## src/design/setu_pkg.sv

```systemverilog
// ----------------------------------------------------------------------------
// setu_pkg: shared types and constants of the soft envelope tracker
// Beat layouts, register map, controller states, serial multiplier
// handshake and the fixed-point helper functions.
// ----------------------------------------------------------------------------
package setu_pkg;

  // Number formats
  localparam int SampleW  = 16;                  // input sample width
  localparam int FracW    = 16;                  // fraction bits of the bounds
  localparam int BoundW   = SampleW + FracW;     // bound width, Q16.16
  localparam int ExtW     = BoundW + 2;          // headroom for add, subtract
  localparam int PosW     = FracW + 1;           // position, Q0.16 up to 1.0
  localparam int CfgW     = 32;                  // register data width
  localparam int AddrW    = 5;                   // byte address of seven words
  localparam int RegIdxW  = AddrW - 2;

  // Serial multiplier: two factor bits per cycle
  localparam int MulSteps = (FracW + 1) / 2;
  localparam int MulFacW  = 2 * MulSteps;
  localparam int MulCntW  = $clog2(MulSteps + 2);

  // Serial divider: one quotient bit per cycle
  localparam int DivCntW  = $clog2(FracW + 1);

  localparam logic [PosW-1:0] PosOne = {1'b1, {FracW{1'b0}}};

  // Register map, one 32-bit word each
  typedef enum logic [RegIdxW-1:0] {
    RegDecayAmount  = 3'd0,
    RegGrowthAmount = 3'd1,
    RegDecayExp     = 3'd2,
    RegGrowthExp    = 3'd3,
    RegPresetEnable = 3'd4,
    RegPresetLower  = 3'd5,
    RegPresetUpper  = 3'd6
  } setu_reg_e;

  // Controller states
  typedef enum logic [3:0] {
    StIdle,
    StUpdate,
    StGrowMul,
    StDecay,
    StDecayMul,
    StSpan,
    StCompare,
    StDivide,
    StDone
  } setu_state_e;

  // Input beat
  typedef struct packed {
    logic signed [SampleW-1:0] sample;
    logic                      restart;
  } in_beat_t;

  // Result beat
  typedef struct packed {
    logic signed [BoundW-1:0] upper_out;
    logic signed [BoundW-1:0] lower_out;
    logic        [BoundW-1:0] span;
    logic        [PosW-1:0]   position;
    logic                     ready_res;
  } out_beat_t;

  // Serial multiplier request and response
  typedef struct packed {
    logic              start;
    logic [BoundW-1:0] mag;
    logic [FracW-1:0]  factor;
  } smul_req_t;

  typedef struct packed {
    logic              done;
    logic [BoundW-1:0] prod;
  } smul_rsp_t;

  // Shrink factor max(0, 1 - amount); only used with a nonzero amount
  function automatic logic [FracW-1:0] factor_of(input logic [CfgW-1:0] amount);
    logic [FracW-1:0] low;
    low = amount[FracW-1:0];
    if (amount[CfgW-1:FracW] != '0) begin
      return '0;
    end
    return ~low + FracW'(1);
  endfunction

  // Integer sample to Q16.16
  function automatic logic signed [BoundW-1:0] to_fixed(
    input logic signed [SampleW-1:0] s
  );
    return {s, {FracW{1'b0}}};
  endfunction

endpackage

```

## src/design/setu_smul.sv

```systemverilog
// ----------------------------------------------------------------------------
// setu_smul: radix-4 serial multiplier
// Multiplies an unsigned magnitude by a Q0.16 factor two factor bits per
// cycle and returns the product shifted down by the fraction bits.
// ----------------------------------------------------------------------------
module setu_smul (
  input  logic                 clk_i,
  input  logic                 rst_ni,
  input  setu_pkg::smul_req_t  req_i,
  output setu_pkg::smul_rsp_t  rsp_o
);

  localparam int BW = setu_pkg::BoundW;
  localparam int FW = setu_pkg::MulFacW;
  localparam int CW = setu_pkg::MulCntW;

  localparam logic [CW-1:0] CntSetup = CW'(setu_pkg::MulSteps + 1);
  localparam logic [CW-1:0] CntLast  = CW'(1);

  logic [CW-1:0]   cnt_q, cnt_d;
  logic            done_q;
  logic [BW-1:0]   mag_q, mag_d;
  logic [BW+1:0]   m3_q, m3_d;
  logic [FW-1:0]   fac_q, fac_d;
  logic [BW-1:0]   hi_q, hi_d;
  logic [FW-1:0]   lo_q, lo_d;
  logic [BW+1:0]   addend;
  logic [BW+1:0]   sum;
  logic [BW+FW-1:0] full_prod;

  // Partial product for the current digit
  always_comb begin
    case (fac_q[1:0])
      2'd0:    addend = '0;
      2'd1:    addend = (BW+2)'(mag_q);
      2'd2:    addend = (BW+2)'({mag_q, 1'b0});
      default: addend = m3_q;
    endcase
  end

  assign sum = (BW+2)'(hi_q) + addend;

  // Load, triple-multiple setup, then one digit per cycle
  always_comb begin
    cnt_d = cnt_q;
    mag_d = mag_q;
    m3_d  = m3_q;
    fac_d = fac_q;
    hi_d  = hi_q;
    lo_d  = lo_q;
    if (req_i.start) begin
      cnt_d = CntSetup;
      mag_d = req_i.mag;
      fac_d = FW'(req_i.factor);
      hi_d  = '0;
      lo_d  = '0;
    end else if (cnt_q == CntSetup) begin
      m3_d  = (BW+2)'(mag_q) + (BW+2)'({mag_q, 1'b0});
      cnt_d = cnt_q - CW'(1);
    end else if (cnt_q != '0) begin
      hi_d  = sum[BW+1:2];
      lo_d  = {sum[1:0], lo_q[FW-1:2]};
      fac_d = {2'b00, fac_q[FW-1:2]};
      cnt_d = cnt_q - CW'(1);
    end
  end

  always_ff @(posedge clk_i or negedge rst_ni) begin
    if (!rst_ni) begin
      cnt_q  <= '0;
      done_q <= 1'b0;
    end else begin
      cnt_q  <= cnt_d;
      done_q <= !req_i.start && (cnt_q == CntLast);
    end
  end

  // Datapath, no reset
  always_ff @(posedge clk_i) begin
    mag_q <= mag_d;
    m3_q  <= m3_d;
    fac_q <= fac_d;
    hi_q  <= hi_d;
    lo_q  <= lo_d;
  end

  assign full_prod  = {hi_q, lo_q};
  assign rsp_o.done = done_q;
  assign rsp_o.prod = full_prod[setu_pkg::FracW +: BW];

endmodule

```

## src/design/soft_envelope_tracker_unit.sv

```systemverilog
// ----------------------------------------------------------------------------
// soft_envelope_tracker_unit: soft upper/lower envelope of a sample stream
// Tracks Q16.16 bounds with growth and decay, reports bounds, span and the
// normalized position of the last sample.
// ----------------------------------------------------------------------------
// Usage:
//   Input beats (sample, restart) arrive on in_valid_i/in_ready_o; one result
//   beat per input leaves on out_valid_o/out_ready_i through an output
//   register. The block works on one beat at a time: in_ready_o is high only
//   while the controller waits for work.
//   A restart or a first sample goes from accept straight to the span and
//   position states; an update with exponential growth and decay and a
//   full division also runs the two radix-4 serial multipliers (one growth
//   pass, one decay pass) and the position divider, which produces one
//   quotient bit per cycle.
//   A finished result waits in the output register; the next input beat is
//   accepted meanwhile, and only the write of the following result waits for
//   the receiver.
//   Reset clears the bounds (not initialized) and loads the register reset
//   values; the preset bounds are loaded only by a restart beat.
//   Registers sit on an APB-style port at byte offsets 4*index, pready tied
//   high; write them only while the block is idle.
// ----------------------------------------------------------------------------
module soft_envelope_tracker_unit (
  input  logic                            clk_i,
  input  logic                            rst_ni,
  // input channel
  input  logic                            in_valid_i,
  output logic                            in_ready_o,
  input  setu_pkg::in_beat_t              in_data_i,
  // output channel
  output logic                            out_valid_o,
  input  logic                            out_ready_i,
  output setu_pkg::out_beat_t             out_data_o,
  // register port
  input  logic                            psel,
  input  logic                            penable,
  input  logic                            pwrite,
  input  logic [setu_pkg::AddrW-1:0]      paddr,
  input  logic [setu_pkg::CfgW-1:0]       pwdata,
  output logic [setu_pkg::CfgW-1:0]       prdata,
  output logic                            pready
);

  localparam int SW  = setu_pkg::SampleW;
  localparam int FB  = setu_pkg::FracW;
  localparam int BW  = setu_pkg::BoundW;
  localparam int XW  = setu_pkg::ExtW;
  localparam int PW  = setu_pkg::PosW;
  localparam int CW  = setu_pkg::CfgW;
  localparam int DCW = setu_pkg::DivCntW;

  // --------------------------------------------------------------------------
  // Registers
  // --------------------------------------------------------------------------
  logic [CW-1:0]          decay_amt_q, growth_amt_q;
  logic                   decay_exp_q, growth_exp_q, preset_en_q;
  logic signed [SW-1:0]   preset_lo_q, preset_hi_q;
  logic                   cfg_wr;
  logic [setu_pkg::RegIdxW-1:0] cfg_idx;

  assign pready  = 1'b1;
  assign cfg_wr  = psel & penable & pwrite;
  assign cfg_idx = paddr[setu_pkg::AddrW-1:2];

  always_ff @(posedge clk_i or negedge rst_ni) begin
    if (!rst_ni) begin
      decay_amt_q  <= '0;
      growth_amt_q <= '0;
      decay_exp_q  <= 1'b1;
      growth_exp_q <= 1'b1;
      preset_en_q  <= 1'b0;
      preset_lo_q  <= '0;
      preset_hi_q  <= '0;
    end else if (cfg_wr) begin
      case (cfg_idx)
        setu_pkg::RegDecayAmount:  decay_amt_q  <= pwdata;
        setu_pkg::RegGrowthAmount: growth_amt_q <= pwdata;
        setu_pkg::RegDecayExp:     decay_exp_q  <= pwdata[0];
        setu_pkg::RegGrowthExp:    growth_exp_q <= pwdata[0];
        setu_pkg::RegPresetEnable: preset_en_q  <= pwdata[0];
        setu_pkg::RegPresetLower:  preset_lo_q  <= pwdata[SW-1:0];
        setu_pkg::RegPresetUpper:  preset_hi_q  <= pwdata[SW-1:0];
        default: ;
      endcase
    end
  end

  // Register readback
  always_comb begin
    case (cfg_idx)
      setu_pkg::RegDecayAmount:  prdata = decay_amt_q;
      setu_pkg::RegGrowthAmount: prdata = growth_amt_q;
      setu_pkg::RegDecayExp:     prdata = CW'(decay_exp_q);
      setu_pkg::RegGrowthExp:    prdata = CW'(growth_exp_q);
      setu_pkg::RegPresetEnable: prdata = CW'(preset_en_q);
      setu_pkg::RegPresetLower:  prdata = CW'(unsigned'(preset_lo_q));
      setu_pkg::RegPresetUpper:  prdata = CW'(unsigned'(preset_hi_q));
      default:                   prdata = '0;
    endcase
  end

  // --------------------------------------------------------------------------
  // State
  // --------------------------------------------------------------------------
  setu_pkg::setu_state_e state_q, state_d;

  logic signed [BW-1:0]  upper_q, upper_d, lower_q, lower_d;
  logic signed [SW-1:0]  last_q, last_d;
  logic                  init_q, init_d;

  logic signed [SW-1:0]  samp_q, samp_d;
  logic                  restart_q, restart_d;
  logic                  side_lo_q, side_lo_d;
  logic                  neg_a_q, neg_a_d, neg_b_q, neg_b_d;
  logic [BW-1:0]         span_q, span_d;
  logic signed [XW-1:0]  diff_q, diff_d;
  logic [BW-1:0]         rem_q, rem_d;
  logic [FB-1:0]         quo_q, quo_d;
  logic [DCW-1:0]        dcnt_q, dcnt_d;
  logic [PW-1:0]         pos_q, pos_d;

  logic                  out_valid_q;
  setu_pkg::out_beat_t   out_q, out_d;
  logic                  out_load;

  // Serial multipliers: unit a handles growth and the upper decay, unit b
  // the lower decay
  setu_pkg::smul_req_t   req_a, req_b;
  setu_pkg::smul_rsp_t   rsp_a, rsp_b;

  setu_smul u_mul_a (
    .clk_i  (clk_i),
    .rst_ni (rst_ni),
    .req_i  (req_a),
    .rsp_o  (rsp_a)
  );

  setu_smul u_mul_b (
    .clk_i  (clk_i),
    .rst_ni (rst_ni),
    .req_i  (req_b),
    .rsp_o  (rsp_b)
  );

  // --------------------------------------------------------------------------
  // Shared arithmetic
  // --------------------------------------------------------------------------
  logic signed [BW-1:0] v_fx;
  logic signed [XW-1:0] v_x, up_x, lo_x, ga_x, da_x, last_x;
  logic signed [XW-1:0] d_up, d_lo;
  logic                 neg_up, neg_lo;
  logic [BW-1:0]        mag_up, mag_lo;
  logic                 above, below;
  logic signed [XW-1:0] grow_up_lin, grow_lo_lin, dec_up_lin, dec_lo_lin;
  logic signed [XW-1:0] res_a, res_b;
  logic [FB-1:0]        grow_fac, decay_fac;
  logic                 grow_on, decay_on, grow_mul;
  logic signed [SW-1:0] pre_lo, pre_hi;
  logic [BW:0]          rem_dbl;
  logic                 rem_ge;

  assign v_fx   = setu_pkg::to_fixed(samp_q);
  assign v_x    = XW'(v_fx);
  assign up_x   = XW'(upper_q);
  assign lo_x   = XW'(lower_q);
  assign ga_x   = signed'(XW'(growth_amt_q));
  assign da_x   = signed'(XW'(decay_amt_q));
  assign last_x = XW'(setu_pkg::to_fixed(last_q));

  // Gap magnitudes to the sample
  assign d_up   = up_x - v_x;
  assign d_lo   = lo_x - v_x;
  assign neg_up = d_up[XW-1];
  assign neg_lo = d_lo[XW-1];
  assign mag_up = BW'(neg_up ? -d_up : d_up);
  assign mag_lo = BW'(neg_lo ? -d_lo : d_lo);

  assign above  = v_x > up_x;
  assign below  = v_x < lo_x;

  // Linear steps
  assign grow_up_lin = up_x + ga_x;
  assign grow_lo_lin = lo_x - ga_x;
  assign dec_up_lin  = up_x - da_x;
  assign dec_lo_lin  = lo_x + da_x;

  // Shrunk gaps from the multipliers
  assign res_a = neg_a_q ? v_x - signed'(XW'(rsp_a.prod)) : v_x + signed'(XW'(rsp_a.prod));
  assign res_b = neg_b_q ? v_x - signed'(XW'(rsp_b.prod)) : v_x + signed'(XW'(rsp_b.prod));

  assign grow_fac  = setu_pkg::factor_of(growth_amt_q);
  assign decay_fac = setu_pkg::factor_of(decay_amt_q);
  assign grow_on   = growth_amt_q != '0;
  assign decay_on  = decay_amt_q != '0;
  assign grow_mul  = grow_on && growth_exp_q && (above || below);

  // Ordered preset bounds
  assign pre_lo = (preset_lo_q > preset_hi_q) ? preset_hi_q : preset_lo_q;
  assign pre_hi = (preset_lo_q > preset_hi_q) ? preset_lo_q : preset_hi_q;

  // Restoring division step
  assign rem_dbl = {rem_q, 1'b0};
  assign rem_ge  = rem_dbl >= {1'b0, span_q};

  assign out_load = !out_valid_q || out_ready_i;

  // --------------------------------------------------------------------------
  // Next state
  // --------------------------------------------------------------------------
  always_comb begin
    state_d = state_q;
    case (state_q)
      setu_pkg::StIdle: begin
        if (in_valid_i) state_d = setu_pkg::StUpdate;
      end
      setu_pkg::StUpdate: begin
        if (restart_q || !init_q) state_d = setu_pkg::StSpan;
        else if (grow_mul)        state_d = setu_pkg::StGrowMul;
        else                      state_d = setu_pkg::StDecay;
      end
      setu_pkg::StGrowMul: begin
        if (rsp_a.done) state_d = setu_pkg::StDecay;
      end
      setu_pkg::StDecay: begin
        if (decay_on && decay_exp_q) state_d = setu_pkg::StDecayMul;
        else                         state_d = setu_pkg::StSpan;
      end
      setu_pkg::StDecayMul: begin
        if (rsp_a.done) state_d = setu_pkg::StSpan;
      end
      setu_pkg::StSpan: begin
        state_d = setu_pkg::StCompare;
      end
      setu_pkg::StCompare: begin
        if (!init_q || span_q == '0 || diff_q <= 0 ||
            diff_q >= signed'(XW'(span_q))) begin
          state_d = setu_pkg::StDone;
        end else begin
          state_d = setu_pkg::StDivide;
        end
      end
      setu_pkg::StDivide: begin
        if (dcnt_q == DCW'(1)) state_d = setu_pkg::StDone;
      end
      setu_pkg::StDone: begin
        if (out_load) state_d = setu_pkg::StIdle;
      end
      default: state_d = setu_pkg::StIdle;
    endcase
  end

  // --------------------------------------------------------------------------
  // Datapath and outputs per state
  // --------------------------------------------------------------------------
  always_comb begin
    upper_d   = upper_q;
    lower_d   = lower_q;
    last_d    = last_q;
    init_d    = init_q;
    samp_d    = samp_q;
    restart_d = restart_q;
    side_lo_d = side_lo_q;
    neg_a_d   = neg_a_q;
    neg_b_d   = neg_b_q;
    span_d    = span_q;
    diff_d    = diff_q;
    rem_d     = rem_q;
    quo_d     = quo_q;
    dcnt_d    = dcnt_q;
    pos_d     = pos_q;
    out_d     = out_q;
    req_a     = '0;
    req_b     = '0;
    in_ready_o = 1'b0;

    case (state_q)
      setu_pkg::StIdle: begin
        in_ready_o = 1'b1;
        samp_d     = in_data_i.sample;
        restart_d  = in_data_i.restart;
      end

      // Restart, seed, or growth toward a new extreme
      setu_pkg::StUpdate: begin
        if (restart_q) begin
          if (preset_en_q) begin
            lower_d = setu_pkg::to_fixed(pre_lo);
            upper_d = setu_pkg::to_fixed(pre_hi);
            last_d  = pre_lo;
            init_d  = 1'b1;
          end else begin
            lower_d = '0;
            upper_d = '0;
            last_d  = '0;
            init_d  = 1'b0;
          end
        end else if (!init_q) begin
          lower_d = v_fx;
          upper_d = v_fx;
          last_d  = samp_q;
          init_d  = 1'b1;
        end else begin
          last_d = samp_q;
          if (grow_mul) begin
            req_a.start  = 1'b1;
            req_a.factor = grow_fac;
            side_lo_d    = !above;
            neg_a_d      = above ? neg_up : neg_lo;
            req_a.mag    = above ? mag_up : mag_lo;
          end else if (grow_on) begin
            if (above) upper_d = BW'((grow_up_lin > v_x) ? v_x : grow_up_lin);
            if (below) lower_d = BW'((grow_lo_lin < v_x) ? v_x : grow_lo_lin);
          end
        end
      end

      setu_pkg::StGrowMul: begin
        if (rsp_a.done) begin
          if (side_lo_q) lower_d = BW'(res_a);
          else           upper_d = BW'(res_a);
        end
      end

      // Decay both bounds toward the sample, never crossing it
      setu_pkg::StDecay: begin
        if (decay_on && decay_exp_q) begin
          req_a.start  = 1'b1;
          req_a.mag    = mag_up;
          req_a.factor = decay_fac;
          req_b.start  = 1'b1;
          req_b.mag    = mag_lo;
          req_b.factor = decay_fac;
          neg_a_d      = neg_up;
          neg_b_d      = neg_lo;
        end else if (decay_on) begin
          upper_d = BW'((dec_up_lin < v_x) ? v_x : dec_up_lin);
          lower_d = BW'((dec_lo_lin > v_x) ? v_x : dec_lo_lin);
        end
      end

      setu_pkg::StDecayMul: begin
        if (rsp_a.done) begin
          upper_d = BW'((res_a < v_x) ? v_x : res_a);
          lower_d = BW'((res_b > v_x) ? v_x : res_b);
        end
      end

      setu_pkg::StSpan: begin
        span_d = BW'(up_x - lo_x);
        diff_d = last_x - lo_x;
      end

      // Trivial positions, else start the divider
      setu_pkg::StCompare: begin
        pos_d  = '0;
        rem_d  = BW'(diff_q);
        quo_d  = '0;
        dcnt_d = DCW'(FB);
        if (init_q && span_q != '0 && diff_q > 0 &&
            diff_q >= signed'(XW'(span_q))) begin
          pos_d = setu_pkg::PosOne;
        end
      end

      setu_pkg::StDivide: begin
        rem_d  = rem_ge ? BW'(rem_dbl - {1'b0, span_q}) : BW'(rem_dbl);
        quo_d  = {quo_q[FB-2:0], rem_ge};
        dcnt_d = dcnt_q - DCW'(1);
        pos_d  = PW'(quo_d);
      end

      // Result goes out only once the output register is free
      setu_pkg::StDone: begin
        if (out_load) begin
          out_d.upper_out = init_q ? upper_q : '0;
          out_d.lower_out = init_q ? lower_q : '0;
          out_d.span      = init_q ? span_q : '0;
          out_d.position  = init_q ? pos_q : '0;
          out_d.ready_res = init_q;
        end
      end

      default: ;
    endcase
  end

  // --------------------------------------------------------------------------
  // Registers
  // --------------------------------------------------------------------------
  always_ff @(posedge clk_i or negedge rst_ni) begin
    if (!rst_ni) begin
      state_q     <= setu_pkg::StIdle;
      upper_q     <= '0;
      lower_q     <= '0;
      last_q      <= '0;
      init_q      <= 1'b0;
      dcnt_q      <= '0;
      out_valid_q <= 1'b0;
    end else begin
      state_q <= state_d;
      upper_q <= upper_d;
      lower_q <= lower_d;
      last_q  <= last_d;
      init_q  <= init_d;
      dcnt_q  <= dcnt_d;
      if (state_q == setu_pkg::StDone && out_load) begin
        out_valid_q <= 1'b1;
      end else if (out_ready_i) begin
        out_valid_q <= 1'b0;
      end
    end
  end

  // Payload, no reset
  always_ff @(posedge clk_i) begin
    samp_q    <= samp_d;
    restart_q <= restart_d;
    side_lo_q <= side_lo_d;
    neg_a_q   <= neg_a_d;
    neg_b_q   <= neg_b_d;
    span_q    <= span_d;
    diff_q    <= diff_d;
    rem_q     <= rem_d;
    quo_q     <= quo_d;
    pos_q     <= pos_d;
    out_q     <= out_d;
  end

  assign out_valid_o = out_valid_q;
  assign out_data_o  = out_q;

  // --------------------------------------------------------------------------
  // Assertions
  // --------------------------------------------------------------------------
  // Bounds stay ordered
  a_bounds_ordered: assert property (@(posedge clk_i) disable iff (!rst_ni)
    lower_q <= upper_q)
    else $error("lower bound above upper bound");

  // Position never exceeds one
  a_pos_range: assert property (@(posedge clk_i) disable iff (!rst_ni)
    out_valid_o |-> out_data_o.position <= setu_pkg::PosOne)
    else $error("position above one");

  // Uninitialized result carries zeros
  a_not_ready_zero: assert property (@(posedge clk_i) disable iff (!rst_ni)
    out_valid_o && !out_data_o.ready_res |->
      out_data_o.upper_out == '0 && out_data_o.lower_out == '0 &&
      out_data_o.span == '0 && out_data_o.position == '0)
    else $error("uninitialized result not zero");

  // Both decay multipliers finish together
  a_decay_lockstep: assert property (@(posedge clk_i) disable iff (!rst_ni)
    state_q == setu_pkg::StDecayMul |-> rsp_a.done == rsp_b.done)
    else $error("decay multipliers out of step");

  // A result is only written when the output register is free
  a_no_overwrite: assert property (@(posedge clk_i) disable iff (!rst_ni)
    state_q == setu_pkg::StDone && out_valid_q && !out_ready_i |=>
      state_q == setu_pkg::StDone)
    else $error("pending result overwritten");

endmodule
```

## config.mk

```make
export PLATFORM = sky130hd
export DESIGN_NAME = soft_envelope_tracker_unit
export DESIGN_NICKNAME = d
export VERILOG_FILES = /design/src/design/setu_pkg.sv /design/src/design/setu_smul.sv /design/src/design/soft_envelope_tracker_unit.sv
export SDC_FILE = /design/constraint.sdc
export NUM_CORES = 2
export LEC_CHECK = 0
export BUFFER_PORTS_ARGS = -buffer_cell sky130_fd_sc_hd__buf_2
export CAP_MARGIN = 20
export CORE_MARGIN = 10
export CORE_UTILIZATION = 50
export DETAILED_ROUTE_END_ITERATION = 8
export HOLD_SLACK_MARGIN = 0.1
export PLACE_DENSITY_LB_ADDON = 0.1
export SYNTH_ARGS = -nofsm -noshare
export SYNTH_HDL_FRONTEND = slang
export SYNTH_SLANG_ARGS = --single-unit
```

## constraint.sdc

```tcl
create_clock -name clk_i -period 5.95 [get_ports clk_i]
set_clock_uncertainty 0.05 [all_clocks]
set_input_delay 0.2975 -clock clk_i [delete_from_list [all_inputs] [get_ports clk_i]]
set_output_delay 0.2975 -clock clk_i [all_outputs]
set_load 0.05 [all_outputs]
```

==> flow_metrics.py <==
metrics = {
    "layout": {
        "fin_cells": 8521,
        "fin_area_um2": 67300,
        "final_nets": 7629,
        "area_growth_pct": 19.6,
        "layout-drive-gt1-share_pct": 18.4,
        "fill_cells": 9901,
    },
    "placement": {
        "port_buffers": 206,
        "gp_congestion": 1.07,
        "post-place-ws_ns": -0.457,
        "placed_cells": 8280,
        "hpwl_um": 191000,
        "placed_cell_area_um2": 62900,
    },
    "logic_synthesis": {
        "synth.top_cell.area_share_pct": 22.0,
        "syn-num-nets": 6891,
        "yosys.area.top_type": "edfxtp_1",
        "yosysWarnings": 0,
        "yosysMostFrequentCell": "ha_1",
        "async_reset_ff_share_pct": 29.5,
        "syn_area_um2": 56300,
        "synthTopCellsByCount": "ha_1, nand2_1, a21oi_1, nor2_1, edfxtp_1",
        "syn_avg_cell_area_um2": 9.06,
        "syn_inst": 6211,
        "synth-edff-count": 412,
        "ys_seq_elements": 675,
        "ys.flop_type": "edfxtp_1",
        "synth_cell_type_count": 118,
        "ys_seq_area_share_pct": 33.1,
        "synth_area_leaders": "edfxtp_1, ha_1, dfrtp_1",
    },
    "detailed_routing": {
        "vias": 54000,
        "dr.pass1.iters": 8,
        "first_iter_violations": 6462,
        "viasPerCell": 6.34,
        "wl_per_cell_um": 28.1,
        "drcViolationCount": 0,
        "ant_nets": 0,
        "drt_wl_total_um": 240000,
    },
    "pwr": {
        "combPwrFrac_pct": 71.1,
        "switching_share_pct": 50.5,
        "clkPwrFrac_pct": 11.2,
        "seq_power_share_pct": 17.6,
        "total_power_w": 0.0482,
        "p_int_w": 0.0239,
        "p_leak_nw": 29.7,
        "p_switching_w": 0.0244,
        "ir_drop_mv": 0.413,
        "p_per_area_nw_per_um2": 717,
    },
    "global_route": {
        "grt_pass1_wl_um": 342000,
        "first_global_vias": 50500,
        "grt_max_degree": 97,
        "antenna_found_initial": 21,
        "grt_use_total_pct": 36.5,
        "grt.overflow.total": 0,
    },
    "floorplanning": {
        "coreArea_um2": 112000,
        "dieWidth_um": 355,
        "start_util_pct": 50.2,
        "fp-row-count": 123,
        "die_area_um2": 126000,
        "io_pins": 210,
        "dieHeight_um": 355,
    },
    "critical_path": {
        "cp_slowest_cell": "dfrtp_1",
        "max_stage_delay_ns": 0.40,
        "cp_max_fo": 6,
        "cp-end-kind": "register",
        "reg2reg_from": "growth_amt_q[0]",
        "critical_path_class": "register to register",
        "start_kind": "register",
        "worst_ep_required_time_ns": 6.46,
        "arrival_ns": 6.37,
        "crit_start": "growth_amt_q[0]",
    },
    "sta": {
        "finalHoldViolCount": 0,
        "worstMarginPinSlew_ns": 1.26,
        "min_period_over_period_pct": 98.5,
        "max_freq_mhz": 171,
        "setup_viol": 0,
        "hold_slack_ns": 0.152,
        "rsz0062_at_grt": "yes",
        "relSlewSlack_pct": 15.6,
        "setup_ws_ns": 0.0877,
        "maxSlewViolCount": 0,
        "post-route-min-period_ns": 5.86,
    },
    "min_path": {
        "hold_class": "primary input to register",
        "hold_start": "penable",
    },
    "clock_network": {
        "clk_pin_slew_ns": 0.06,
        "cts_made_buffers": 83,
        "clk-insertion-delay-late_ns": 0.71,
        "clockBufferDepth": 3,
        "cts_tree": "yes",
        "clock_sinks": 675,
        "htree_levels": 3,
        "cts-root-buf": "clkbuf_16",
    },
    "status": {
        "status": "complete, no violations",
    },
    "flow_run": {
        "drv_cap": 0,
    },
}
[cell families after synthesis]
| group | Yosys count | synth area share [%] |
|---|---|---|
| mux | 207 | 3.95 |
| buf+inv | 587 | 4.04 |
| xor+xnor | 458 | 7.13 |
| fa+ha+maj | 619 | 13.9 |
| flops | 675 | 33.1 |
| other cells | 1 | 0.00666 |
| compound gates | 1870 | 22.0 |
| simple gates | 1794 | 15.8 |
[routing by layer]
metal	track usage [%]	up-vias	share of wire, %	routed length [um]
met3	7.14	610	10	24100
li1	-	24500	-	-
met5	0	-	0.040	96
met1	50.5	26100	42	101000
met2	52.8	2785	41	98700
met4	20.5	18	6.6	15900
[per-stage QoR]
stage	util [%]	TNS [ns]
after floorplan	-	0
after global placement	56.1	-9.12
after detailed placement	56.1	-16.67
after CTS	59.2	-0.00172
after global routing	60.0	-3.29
final	60.0	0
[cell usage in the layout (no fill, tap or decap), drive strengths merged, types with 113 or more instances in the layout]
| master | Yosys | routed |
|---|---|---|
| and2 | 145 | 145 |
| dfrtp | 197 | 197 |
| a21oi | 495 | 496 |
| nand2 | 497 | 497 |
| a21o | 182 | 182 |
| nor3 | 113 | 113 |
| xor2 | 148 | 148 |
| xnor2 | 310 | 310 |
| o21ai | 398 | 398 |
| ha | 607 | 607 |
| nor2 | 466 | 466 |
| inv | 355 | 363 |
| buf | 58 | 823 |
| edfxtp | 412 | 412 |
[worst paths after layout]
| check | end | slack [ns] | cells past startpoint |
|---|---|---|---|
| worst max-delay path | upper_q[22] | 0.09 | 25 |
| worst min-delay path | growth_exp_q | 0.15 | 4 |
| worst max register to register | upper_q[22] | 0.09 | 25 |
| worst min register to register | last_q[12] | 0.45 | 1 |
| max in group asynchronous | upper_q[10] | 4.15 | 3 |
| min in group asynchronous | decay_amt_q[16] | 0.19 | 2 |
[power by group through the flow]
stage / Sequential (W) / Combinational, W / Clock (W)
2_1_floorplan: 0.00807 / 0.0200 / 0
3_3_place_gp: 0.00848 / 0.0319 / 0
3_5_place_dp: 0.00850 / 0.0321 / 0
4_1_cts: 0.00843 / 0.0325 / 0.00545
5_1_grt: 0.00858 / 0.0366 / 0.00563
6_report: 0.00851 / 0.0343 / 0.00542
[repair_timing]
item | CTS | global route
resized for setup | 34 | 141
cloned | 0 | 3
setup buffers | 3 | 20
endpoints found under the hold margin | 213 | 0
setup endpoints to repair | 64 | 64
pin swaps | 17 | 90
hold buffers | 53 | 0
[cell type report]
class	count	area (um2)	area share, %
Antenna cell	5	12.5	0.0186
Clock buffer	104	2260	3.35
Clock inverter	48	584	0.868
Inverter	360	1350	2.01
Multi-Input combinational cell	4950	36200	53.7
Sequential cell	675	18600	27.7
Tap cell	1500	1880	2.79
Timing Repair Buffer	879	6430	9.55
[registers in the layout, summed over array words and instances, names as in the netlist, 33 cells and up]
name          cells
out_data_o      114
u_mul_a.m3_q     34
u_mul_b.m3_q     34
diff_q           33
[critical path: cells and delay by family, from the launching register on]
family          cells  cell delay [ns]
buf+inv             2             0.30
flops               1             0.40
fa+ha+maj           3             0.90
compound gates     16             3.54
simple gates        3             0.39
xor+xnor            1             0.13
Note: power is estimated with default switching activity, not from simulation.
